===== config.mk =====
export PLATFORM = sky130hd
export DESIGN_NAME = ook_remote_frame_decoder_flat
export DESIGN_NICKNAME = d
export VERILOG_FILES = /design/src/hw/rtl/orfd_pkg.sv /design/src/hw/rtl/orfd_pulse_if.sv /design/src/hw/rtl/orfd_frame_if.sv /design/src/hw/rtl/orfd_burst.sv /design/src/hw/rtl/ook_remote_frame_decoder.sv /design/src/flat_wrapper.sv
export SDC_FILE = /design/constraint.sdc
export NUM_CORES = 1
export LEC_CHECK = 0
export BUFFER_PORTS_ARGS = -buffer_cell sky130_fd_sc_hd__buf_4
export CORE_MARGIN = 10
export CORE_UTILIZATION = 50
export DETAILED_ROUTE_END_ITERATION = 8
export PLACE_DENSITY = 0.72
export SLEW_MARGIN = 10
export SYNTH_ARGS = -nofsm -noshare
export SYNTH_HDL_FRONTEND = slang
export SYNTH_SLANG_ARGS = --single-unit

===== constraint.sdc =====
create_clock -name clk -period 5.8 [get_ports clk]
set_clock_uncertainty 0.1 [all_clocks]
set_input_delay 0.58 -clock clk [delete_from_list [all_inputs] [get_ports clk]]
set_output_delay 0.58 -clock clk [all_outputs]
set_load 0.01 [all_outputs]

===== src/hw/rtl/orfd_pkg.sv =====
package orfd_pkg;

    // Frame layout: code bits, then group, on/off, two channel and two unit bits.
    localparam int CODE_BITS  = 26;
    localparam int FRAME_BITS = CODE_BITS + 6;
    localparam int CNT_W      = 6;
    localparam int CODE_W     = 26;
    localparam int CFG_W      = 26;
    localparam int NS_W       = 32;

    // Pulse thresholds in nanoseconds. The gap is quantised to whole units and
    // saturated at 255 units, but every threshold lies well below saturation,
    // so a compare on the raw gap gives the same answer as one on the units.
    localparam logic [NS_W-1:0] UNIT_NS       = 32'd250000;
    localparam logic [NS_W-1:0] SYNC_MIN_NS   = 32'd10 * UNIT_NS;
    localparam logic [NS_W-1:0] ONE_MAX_NS    = 32'd5 * UNIT_NS;
    localparam logic [NS_W-1:0] PAUSE_MIN_NS  = 32'd40 * UNIT_NS;

    // Burst phase codes.
    localparam logic [2:0] PH_SYNC  = 3'd0;
    localparam logic [2:0] PH_BITS  = 3'd1;
    localparam logic [2:0] PH_PAUSE = 3'd2;
    localparam logic [2:0] PH_DONE  = 3'd3;
    localparam logic [2:0] PH_ERR   = 3'd4;

    typedef logic [2:0] status_t;

    // Frame status codes.
    localparam status_t ST_OK       = 3'd0;
    localparam status_t ST_NO_SYNC  = 3'd1;
    localparam status_t ST_BAD_PAIR = 3'd2;
    localparam status_t ST_NO_PAUSE = 3'd3;
    localparam status_t ST_SHORT    = 3'd4;

    // Localparam register indexes.
    localparam logic CFG_FILTER_ENABLE = 1'b0;
    localparam logic CFG_FILTER_CODE   = 1'b1;

    typedef struct packed {
        status_t             status;
        logic [CODE_W-1:0]   tx_code;
        logic                group_flag;
        logic                switch_on;
        logic [1:0]          chan_sel;
        logic [1:0]          unit_sel;
        logic                filter_match;
    } frame_result_t;

endpackage


===== src/hw/rtl/orfd_pulse_if.sv =====
interface orfd_pulse_if;
    import orfd_pkg::*;

    logic            valid;
    logic            ready;
    logic [NS_W-1:0] low_time_ns;
    logic            last_pulse;

    modport source (output valid, output low_time_ns, output last_pulse, input ready);
    modport sink   (input valid, input low_time_ns, input last_pulse, output ready);
endinterface


===== src/hw/rtl/orfd_frame_if.sv =====
interface orfd_frame_if;
    import orfd_pkg::*;

    logic              valid;
    logic              ready;
    status_t           status;
    logic [CODE_W-1:0] tx_code;
    logic              group_flag;
    logic              switch_on;
    logic [1:0]        chan_sel;
    logic [1:0]        unit_sel;
    logic              filter_match;

    modport source (output valid, output status, output tx_code,
                    output group_flag, output switch_on, output chan_sel,
                    output unit_sel, output filter_match, input ready);
    modport sink   (input valid, input status, input tx_code,
                    input group_flag, input switch_on, input chan_sel,
                    input unit_sel, input filter_match, output ready);
endinterface


===== src/hw/rtl/orfd_burst.sv =====
module orfd_burst (
    input  logic                        clk,
    input  logic                        rst_n,
    input  logic                        step,
    input  logic [orfd_pkg::NS_W-1:0]   low_time_ns,
    input  logic                        last_pulse,
    input  logic                        filter_enable,
    input  logic [orfd_pkg::CODE_W-1:0] filter_code,
    output orfd_pkg::frame_result_t     result
);
    import orfd_pkg::*;

    logic [2:0]            phase_reg, phase_next;
    logic [CNT_W-1:0]      count_reg, count_next;
    logic                  first_half_reg, first_half_next;
    logic                  held_reg, held_next;
    logic [FRAME_BITS-1:0] frame_reg, frame_next;
    status_t               err_reg, err_next;

    // State after the current pulse, before any end-of-burst clear.
    logic [2:0]            ph_a;
    logic [CNT_W-1:0]      cnt_a;
    logic                  fh_a;
    logic                  held_a;
    logic [FRAME_BITS-1:0] fb_a;
    status_t               err_a;

    logic                  sync_ok;
    logic                  phys_bit;
    logic                  pause_ok;
    logic [CNT_W-1:0]      cnt_inc;
    logic [CODE_W-1:0]     code_w;

    // Pulse classification by gap length.
    assign sync_ok  = (low_time_ns >= SYNC_MIN_NS);
    assign phys_bit = (low_time_ns <  ONE_MAX_NS);
    assign pause_ok = (low_time_ns >= PAUSE_MIN_NS);
    assign cnt_inc  = count_reg + CNT_W'(1);

    // Advance the burst by one pulse.
    always_comb
    begin
        ph_a   = phase_reg;
        cnt_a  = count_reg;
        fh_a   = first_half_reg;
        held_a = held_reg;
        fb_a   = frame_reg;
        err_a  = err_reg;
        case (phase_reg)
            PH_SYNC:
            begin
                if (sync_ok)
                begin
                    ph_a = PH_BITS;
                end
                else
                begin
                    ph_a  = PH_ERR;
                    err_a = ST_NO_SYNC;
                end
            end
            PH_BITS:
            begin
                if (!first_half_reg)
                begin
                    held_a = phys_bit;
                    fh_a   = 1'b1;
                end
                else
                begin
                    fh_a = 1'b0;
                    if (held_reg == phys_bit)
                    begin
                        ph_a  = PH_ERR;
                        err_a = ST_BAD_PAIR;
                    end
                    else
                    begin
                        if (held_reg && (count_reg < CNT_W'(FRAME_BITS)))
                        begin
                            fb_a[count_reg[$clog2(FRAME_BITS)-1:0]] = 1'b1;
                        end
                        cnt_a = cnt_inc;
                        if (cnt_inc >= CNT_W'(FRAME_BITS))
                        begin
                            ph_a = PH_PAUSE;
                        end
                    end
                end
            end
            PH_PAUSE:
            begin
                if (pause_ok)
                begin
                    ph_a = PH_DONE;
                end
                else
                begin
                    ph_a  = PH_ERR;
                    err_a = ST_NO_PAUSE;
                end
            end
            default:
            begin
            end
        endcase
    end

    // Result word for a last pulse, built from the advanced state.
    assign code_w = CODE_W'(fb_a[CODE_BITS-1:0]);

    always_comb
    begin
        result = '0;
        case (ph_a)
            PH_ERR:   result.status = err_a;
            PH_DONE:  result.status = ST_OK;
            PH_PAUSE: result.status = ST_NO_PAUSE;
            default:  result.status = ST_SHORT;
        endcase
        if (ph_a == PH_DONE)
        begin
            result.tx_code      = code_w;
            result.group_flag   = ~fb_a[CODE_BITS];
            result.switch_on    = ~fb_a[CODE_BITS+1];
            result.chan_sel     = fb_a[CODE_BITS+3:CODE_BITS+2];
            result.unit_sel     = fb_a[CODE_BITS+5:CODE_BITS+4];
            result.filter_match = !filter_enable || (code_w == filter_code);
        end
    end

    // The last pulse of a burst clears the state for the next burst.
    always_comb
    begin
        phase_next      = phase_reg;
        count_next      = count_reg;
        first_half_next = first_half_reg;
        held_next       = held_reg;
        frame_next      = frame_reg;
        err_next        = err_reg;
        if (step)
        begin
            if (last_pulse)
            begin
                phase_next      = PH_SYNC;
                count_next      = '0;
                first_half_next = 1'b0;
                held_next       = 1'b0;
                frame_next      = '0;
                err_next        = ST_OK;
            end
            else
            begin
                phase_next      = ph_a;
                count_next      = cnt_a;
                first_half_next = fh_a;
                held_next       = held_a;
                frame_next      = fb_a;
                err_next        = err_a;
            end
        end
    end

    always_ff @(posedge clk or negedge rst_n)
    begin
        if (!rst_n)
        begin
            phase_reg      <= PH_SYNC;
            count_reg      <= '0;
            first_half_reg <= 1'b0;
            held_reg       <= 1'b0;
            frame_reg      <= '0;
            err_reg        <= ST_OK;
        end
        else
        begin
            phase_reg      <= phase_next;
            count_reg      <= count_next;
            first_half_reg <= first_half_next;
            held_reg       <= held_next;
            frame_reg      <= frame_next;
            err_reg        <= err_next;
        end
    end

endmodule


===== src/hw/rtl/ook_remote_frame_decoder.sv =====
// Pulse-distance OOK remote frame decoder.
// The pulse channel takes one word per radio pulse: the low gap after the
// pulse in nanoseconds and a flag on the final pulse of the burst. The frame
// channel gives one word per burst, on its final pulse: status, transmitter
// code, group and on/off flags, channel and unit bits, and the filter match.
// A pulse is accepted when valid and ready are both high. One pulse can be
// taken in every cycle while ready is high: each word is registered, then
// classified and folded into the burst state, and a frame word enters the
// output register when its final pulse leaves the input register.
// The output register parts the two sides: pulses that end no burst keep
// flowing while a frame word waits. Only when a final pulse is held in the
// input register and the previous frame word has not been taken does ready
// drop, until the receiver takes that word.
// Configuration (filter enable and filter code) is written through cfg_we,
// cfg_index and cfg_data; the user must write it only while no burst is in
// flight, which the block does not enforce. Reset clears the burst state,
// both filter registers and the valid flags; ready is high once reset ends.
module ook_remote_frame_decoder (
    input  logic                       clk,
    input  logic                       rst_n,
    orfd_pulse_if.sink                 pulse,
    orfd_frame_if.source               frame,
    input  logic                       cfg_we,
    input  logic                       cfg_index,
    input  logic [orfd_pkg::CFG_W-1:0] cfg_data
);
    import orfd_pkg::*;

    logic              in_valid_reg;
    logic [NS_W-1:0]   in_ns_reg;
    logic              in_last_reg;
    logic              out_valid_reg;
    frame_result_t     out_res_reg;
    logic              filter_enable_reg;
    logic [CODE_W-1:0] filter_code_reg;

    logic              step;
    logic              take;
    frame_result_t     result;

    // The held pulse moves on unless it ends a burst and the output stalls.
    assign step        = in_valid_reg && (!in_last_reg || !out_valid_reg || frame.ready);
    assign pulse.ready = !in_valid_reg || step;
    assign take        = pulse.valid && pulse.ready;

    orfd_burst u_burst (
        .clk           (clk),
        .rst_n         (rst_n),
        .step          (step),
        .low_time_ns   (in_ns_reg),
        .last_pulse    (in_last_reg),
        .filter_enable (filter_enable_reg),
        .filter_code   (filter_code_reg),
        .result        (result)
    );

    // Input register.
    always_ff @(posedge clk or negedge rst_n)
    begin
        if (!rst_n)
        begin
            in_valid_reg <= 1'b0;
        end
        else if (pulse.ready)
        begin
            in_valid_reg <= pulse.valid;
        end
    end

    always_ff @(posedge clk)
    begin
        if (take)
        begin
            in_ns_reg   <= pulse.low_time_ns;
            in_last_reg <= pulse.last_pulse;
        end
    end

    // Output register.
    always_ff @(posedge clk or negedge rst_n)
    begin
        if (!rst_n)
        begin
            out_valid_reg <= 1'b0;
        end
        else if (step && in_last_reg)
        begin
            out_valid_reg <= 1'b1;
        end
        else if (frame.ready)
        begin
            out_valid_reg <= 1'b0;
        end
    end

    always_ff @(posedge clk)
    begin
        if (step && in_last_reg)
        begin
            out_res_reg <= result;
        end
    end

    // Configuration registers.
    always_ff @(posedge clk or negedge rst_n)
    begin
        if (!rst_n)
        begin
            filter_enable_reg <= 1'b0;
            filter_code_reg   <= '0;
        end
        else if (cfg_we)
        begin
            case (cfg_index)
                CFG_FILTER_ENABLE: filter_enable_reg <= cfg_data[0];
                CFG_FILTER_CODE:   filter_code_reg   <= cfg_data[CODE_W-1:0];
                default:
                begin
                end
            endcase
        end
    end

    assign frame.valid        = out_valid_reg;
    assign frame.status       = out_res_reg.status;
    assign frame.tx_code      = out_res_reg.tx_code;
    assign frame.group_flag   = out_res_reg.group_flag;
    assign frame.switch_on    = out_res_reg.switch_on;
    assign frame.chan_sel     = out_res_reg.chan_sel;
    assign frame.unit_sel     = out_res_reg.unit_sel;
    assign frame.filter_match = out_res_reg.filter_match;

endmodule


===== src/flat_wrapper.sv =====
// flat-port wrapper written by rule: the top's interface ports become plain ports
module ook_remote_frame_decoder_flat import orfd_pkg::*;
  (clk, rst_n, cfg_we, cfg_index, cfg_data, pulse_valid, pulse_low_time_ns, pulse_last_pulse, pulse_ready, frame_valid, frame_status, frame_tx_code, frame_group_flag, frame_switch_on, frame_chan_sel, frame_unit_sel, frame_filter_match, frame_ready);
  orfd_pulse_if pulse_i ();
  orfd_frame_if frame_i ();
  input  logic clk;
  input  logic rst_n;
  input  logic cfg_we;
  input  logic cfg_index;
  input  logic [orfd_pkg::CFG_W-1:0] cfg_data;
  input wire logic [$bits(pulse_i.valid)-1:0] pulse_valid;
  input wire logic [$bits(pulse_i.low_time_ns)-1:0] pulse_low_time_ns;
  input wire logic [$bits(pulse_i.last_pulse)-1:0] pulse_last_pulse;
  output wire logic [$bits(pulse_i.ready)-1:0] pulse_ready;
  output wire logic [$bits(frame_i.valid)-1:0] frame_valid;
  output wire logic [$bits(frame_i.status)-1:0] frame_status;
  output wire logic [$bits(frame_i.tx_code)-1:0] frame_tx_code;
  output wire logic [$bits(frame_i.group_flag)-1:0] frame_group_flag;
  output wire logic [$bits(frame_i.switch_on)-1:0] frame_switch_on;
  output wire logic [$bits(frame_i.chan_sel)-1:0] frame_chan_sel;
  output wire logic [$bits(frame_i.unit_sel)-1:0] frame_unit_sel;
  output wire logic [$bits(frame_i.filter_match)-1:0] frame_filter_match;
  input wire logic [$bits(frame_i.ready)-1:0] frame_ready;
  assign pulse_i.valid = pulse_valid;
  assign pulse_i.low_time_ns = pulse_low_time_ns;
  assign pulse_i.last_pulse = pulse_last_pulse;
  assign pulse_ready = pulse_i.ready;
  assign frame_valid = frame_i.valid;
  assign frame_status = frame_i.status;
  assign frame_tx_code = frame_i.tx_code;
  assign frame_group_flag = frame_i.group_flag;
  assign frame_switch_on = frame_i.switch_on;
  assign frame_chan_sel = frame_i.chan_sel;
  assign frame_unit_sel = frame_i.unit_sel;
  assign frame_filter_match = frame_i.filter_match;
  assign frame_i.ready = frame_ready;
  ook_remote_frame_decoder u_core (.clk(clk), .rst_n(rst_n), .pulse(pulse_i), .frame(frame_i), .cfg_we(cfg_we), .cfg_index(cfg_index), .cfg_data(cfg_data));
endmodule

# ---- Yosys cells after proc, flatten, opt, wreduce, memory -nomap -nowiden
# Cells that the tools add are included.
# Widths: inputs -> output; s select.
dict set report totals {
  reg_bits 144
  out_inout_bits 38
}
dict set report classes {
  n_bitwise 4
  reduce_logical 22
  order_cmp 7
  eq_ne 9
  muxes 33
  add_sub_neg 1
}
# op n
set op_table {}
lappend op_table {{$mux 32} 5}
lappend op_table {{$mux 3} 11}
lappend op_table {{$ge 32x22->1 const B} 1}
lappend op_table {{$ge 32x24->1 const B} 1}
lappend op_table {{$lt 32x21->1 const B} 1}
lappend op_table {{$or 32x32->32} 1}
lappend op_table {{$pmux 3 s3} 3}
lappend op_table {{$eq 26x26->1} 1}
lappend op_table {{$mux 6} 4}
lappend op_table {{$eq 3x2->1 const B} 3}
lappend op_table {{$mux 1} 9}
lappend op_table {{$add 6x1->6 const B} 1}
lappend op_table {{$ge 6x6->1 const B} 1}
lappend op_table {{$lt 5x6->1 const B} 1}
lappend op_table {{$lt 6x6->1 const B} 1}
lappend op_table {{$reduce_and 2->1} 3}
lappend op_table {{$reduce_bool 2->1} 3}
lappend op_table {{$demux 1 s5} 1}
lappend op_table {{$ge 5x1->1 const B} 1}
lappend op_table {{$logic_and 1x1->1} 5}
lappend op_table {{$logic_not 1->1} 4}
lappend op_table {{$logic_or 1x1->1} 4}
lappend op_table {{$ne 2x1->1 const B} 2}
lappend op_table {{$reduce_and 4->1} 1}
lappend op_table {{other kinds (6)} 8}

# ---- Depth between registers and ports, before layout
dict set report depth {
  word_depth 11
  ltp_mapped 13
  ltp_nobuf 9
}

# ---- Cells and area by module
# From an unflattened synthesis, not the netlist that was laid out.
dict set report unflattened {
  hier_cells 628
  area_unflattened_um2 6944.2
}
# mod area_per_inst_um2 seq_area_each_um2 cells_per_inst instances
set by_module_without_submodules {}
lappend by_module_without_submodules {orfd_burst 3661.0 1151.1 491 1}
lappend by_module_without_submodules {ook_remote_frame_decoder 3283.1 2797.7 137 1}

# ---- Least setup slack after synthesis
# No wires, ideal clock.
dict set report synth_path {
  path_type {register to register}
  from {register u_core.in_last_reg}
  to {register u_core.out_res_reg (netlist bit u_core.frame.chan_sel[0]), enable pin}
  stages_incl_launch_ff 8
  setup_ns 0.415
  setup_slack_ns 2.869
  required_time_ns 5.285
  arrival_time_ns 2.417
  period_less_slack_ns 2.931
  cell_sequence {edfxtp_1 -> inv_1 -> or3_1 -> and2_1 -> clkbuf_1 -> nand2_1 -> inv_1 -> clkbuf_1}
}
dict set report synth_via {
  elab_chain_len 5
}
# item line_no
set synth_lines {}
lappend synth_lines {{start: declaration} ook_remote_frame_decoder.sv:31} ;# logic in_last_reg;
lappend synth_lines {{start signal: assignment} ook_remote_frame_decoder.sv:75} ;# in_last_reg <= pulse.last_pulse;
lappend synth_lines {{$logic_not 1->1} ook_remote_frame_decoder.sv:42} ;# assign step = in_valid_reg && (!in_last_reg || !out_valid_reg || frame.ready);
lappend synth_lines {{$logic_or 1x1->1 (2 in a row)} ook_remote_frame_decoder.sv:42}
lappend synth_lines {{$logic_and 1x1->1} ook_remote_frame_decoder.sv:42}
lappend synth_lines {{$logic_and 1x1->1 *} ook_remote_frame_decoder.sv:98} ;# if (step && in_last_reg)
lappend synth_lines {{end signal: assignment} ook_remote_frame_decoder.sv:100} ;# out_res_reg <= result;
lappend synth_lines {{end: declaration} ook_remote_frame_decoder.sv:33} ;# frame_result_t out_res_reg;
# Mark *: on every way between the ends. The rest lies on a longest branch, timed or not.
# A chain may end at the register's enable or synchronous reset.

# ---- Worst setup path in the final report
dict set report layout_path {
  from {register u_core.in_ns_reg[10]}
  to {register u_core.out_res_reg (netlist bit u_core.frame.filter_match), data pin}
}
dict set report layout_via {
  elab_chain_len 7
  word_cells_on_any_way 15
  cone_classes {order compare: 3; eq/ne: 3; mux: 8; reduce/logical: 1}
}
# item line_no
set layout_lines {}
lappend layout_lines {{start: declaration} ook_remote_frame_decoder.sv:30} ;# logic [NS_W-1:0] in_ns_reg;
lappend layout_lines {{start signal: assignment} ook_remote_frame_decoder.sv:74} ;# in_ns_reg <= pulse.low_time_ns;
lappend layout_lines {{$lt 32x21->1} orfd_burst.sv:36} ;# assign phys_bit = (low_time_ns < ONE_MAX_NS);
lappend layout_lines {{$eq 1x1->1} orfd_burst.sv:72} ;# if (held_reg == phys_bit)
lappend layout_lines {{$mux 32} orfd_burst.sv:72}
lappend layout_lines {{$mux 32} orfd_burst.sv:64} ;# if (!first_half_reg)
lappend layout_lines {{$mux 32} orfd_burst.sv:49} ;# case (phase_reg)
lappend layout_lines {{$eq 26x26->1} orfd_burst.sv:128} ;# result.filter_match = !filter_enable || (code_w == filter_code);
lappend layout_lines {{$logic_or 1x1->1} orfd_burst.sv:128}
# Several ways; a longest one is shown, not always the timed one.

==> results by group <==
Synthesis
  – FFs w/ async S/R, synth: 53.6%
  – Syn Nets: 639
  – Synthesized area: 6460 µm²
  – Seq/Total Area, Yosys: 59.3%
  – Main synth FF type: dfrtp_1
  – Yosys cell types: 62
  – Syn_area_per_cell: 11.3 µm²
  – Synthesis warning total: 0
  – EDFF count, synth: 65
  – Post-Syn Instances: 570
  – Synth Register Bits: 140

Drt
  – Detail Route Antenna Nets: 0
  – DR iter-0 viols: 499
  – Routed vias/inst: 5.67
  – Vias: 4842
  – Routed WL per cell: 18.9 µm
  – Routed WL: 16.1 mm
  – Remaining DRCs: 0
  – Drt pass-1 iters: 5

GRT
  – Number of global-route vias before repair: 4741
  – First-pass GRT wire length: 25.7 mm
  – GRT Total Usage: 18.2%
  – Global route overflow: 0
  – Largest net degree at the start of global routing: 76
  – Initial antenna violation count: 0

Critical path
  – Slowest Stage Delay on Critical Path: 0.60 ns
  – Worst setup SP type: flip-flop
  – Arrival @ worst endpoint: 3.82 ns
  – Reg2reg start: u_core.in_ns_reg[10]
  – Setup crit end: u_core.frame.filter_match
  – Worst path depth: 9
  – Critical path class: flip-flop to flip-flop
  – Crit end category: flip-flop
  – Reg2Reg Depth: 9
  – WP data required: 5.99 ns
  – Worst Path Buf+Inv: 0
  – Crit path max-delay family: compound AO/OA/AOI/OAI gates
  – Setup slack, reg-to-reg: 2.17 ns
  – Worst setup startpoint: u_core.in_ns_reg[10]
  – FF-to-FF End: u_core.frame.filter_match
  – CP Max Fanout: 10
  – CP cell instances: nand4bb_1, nor4_1, o211ai_1, a21oi_2, mux2_2, a311o_1, nor4_1, nand4_1, a21oi_2
  – CP max-delay cell: a21oi_2

Pwr
  – Static Leakage: 3.28 nW
  – PD cells: 309 nW/µm²
  – VDD IR max: 0.229 mV

Clock network
  – Post-CTS setup buffers: 0
  – Htree depth: 4
  – Clock root cell: clkbuf_16
  – CTS sink count: 140
  – Post-cts resize count: 0
  – Hold-fix buffers, CTS: 0
  – Clock Path Buffers: 2
  – CTS clk-pin slew, worst paths: 0.06 ns
  – Later-pin clock latency in the skew report: 0.42 ns
  – TritonCTS clock tree: done
  – Num CTS Buffers: 17

Hold path
  – Worst hold path class: input pin to async pin

Placed design
  – Gpl congestion: 0.925
  – Dpl hpwl: 11.5 mm
  – Port Buffers: 98
  – Placed inst area: 7320 µm²
  – Placed cells: 821

Finish
  – Post-route cell area: 7930 µm²
  – Layout cell share with drive strength beyond 1: 27.1%
  – Most frequent cells in the layout: 107 x buf_4, 75 x dfrtp_1, 71 x nor2_1
  – Area Overhead vs Synth: 22.8%
  – Final Instance Count excl. Fillers: 854
  – Most common cell after layout, fill and taps aside: buf_4
  – Max reg flops: 32
  – Nets@finish: 738
  – Diode count: 0

Floorplanning
  – Core Area: 12600 µm²
  – Die width: 134 µm
  – Initial Util: 51.2%
  – Core Rows: 41
  – Die area: 17900 µm²
  – Die Span Y: 134 µm
  – Boundary pin count: 103

STA
  – Fin. max-slew vios: 0
  – RSZ-0062 raised after global routing: no
  – Final Cycle Share: 62.7%
  – Worst hold slack: 0.192 ns
  – Normalized max-slew margin: 29.6%
  – Setup tns final: 0 ns
  – Setup violations, final: 0
  – Final hold vios: 0
  – Period minus WS final: 3.63 ns
  – Peak Freq: 275 MHz
  – Slew @ Worst Pin: 1.05 ns

Run
  – Max Cap Viol: 0

Run status
  – Status: completed
[logic make-up (layout without fill, tap and decap cells)]
group           count (synthesis)  in the layout  synth area share (%)
compound gates                141            141                  13.5
xor+xnor                       11             11                  1.61
fa+ha+maj                       4              4                 0.775
buf+inv                        42            154                  3.18
flops                         140            140                  59.3
mux                            31             31                  5.56
simple gates                  201            201                  16.0
[power by group]
part           internal, mW  leakage (nW)  total (mW)  switching, mW
sequential             1.10          1.65        1.16         0.0569
clock                 0.680         0.274        1.08          0.405
combinational         0.104          1.36       0.210          0.106
[stage by stage]
step	total power [mW]	util, %	setup slack, ns
after floorplan	1.28	-	2.87
after global placement	1.38	58.0	2.27
after detailed placement	1.39	58.0	2.20
after CTS	2.47	62.7	2.14
after global routing	2.54	62.8	1.94
final	2.45	62.8	2.17
[Yosys cell counts, drive strengths merged, types with 4 or more instances]
master	number	area share [%]
a211oi	6	0.85
nand2	27	1.6
nor3	14	1.1
nor4	5	0.48
a21oi	69	5.5
and2	6	0.62
buf	8	1.2
xnor2	8	1.2
nand3	6	0.47
o21ai	26	2.0
nor2	79	4.9
dfrtp	75	29
edfxtp	65	30
o211ai	4	0.47
clkbuf	20	1.2
o2111ai	5	0.68
inv	14	0.81
or4	4	0.47
mux2	29	5.1
nor2b	11	1.1
ha	4	0.78
a31oi	6	0.58
nand4	5	0.48
a22o	4	0.54
nand2b	23	2.2
[metal layers]
metal  global-route usage (%)  part of all wire, %
met5                        0                    0
met1                     24.7                   44
met2                     27.0                   45
met3                     5.26                  8.9
met4                     6.65                  1.5
[worst min path at each step]
stage | from | end | depth (start not counted)
floorplan | rst_n | u_core.filter_code_reg[0] | 0
global placement | u_core.u_burst.err_reg[2] | u_core.u_burst.err_reg[2] | 2
detailed placement | u_core.u_burst.frame_reg[29] | u_core.u_burst.frame_reg[29] | 2
CTS | pulse_low_time_ns[19] | u_core.in_ns_reg[19] | 1
global route | pulse_low_time_ns[8] | u_core.in_ns_reg[8] | 1
finish | rst_n | u_core.in_valid_reg | 1
[layout make-up]
class                   count  area, µm²
well taps                 172        215
repair buffers            108        818
inverters                  14       52.6
clock buffers              19        443
flip-flops and latches    140       3830
fillers                  1013       4690
clock inverters            13        149
multi-input cells         388       2420
Power figures use the tool's default switching activity.
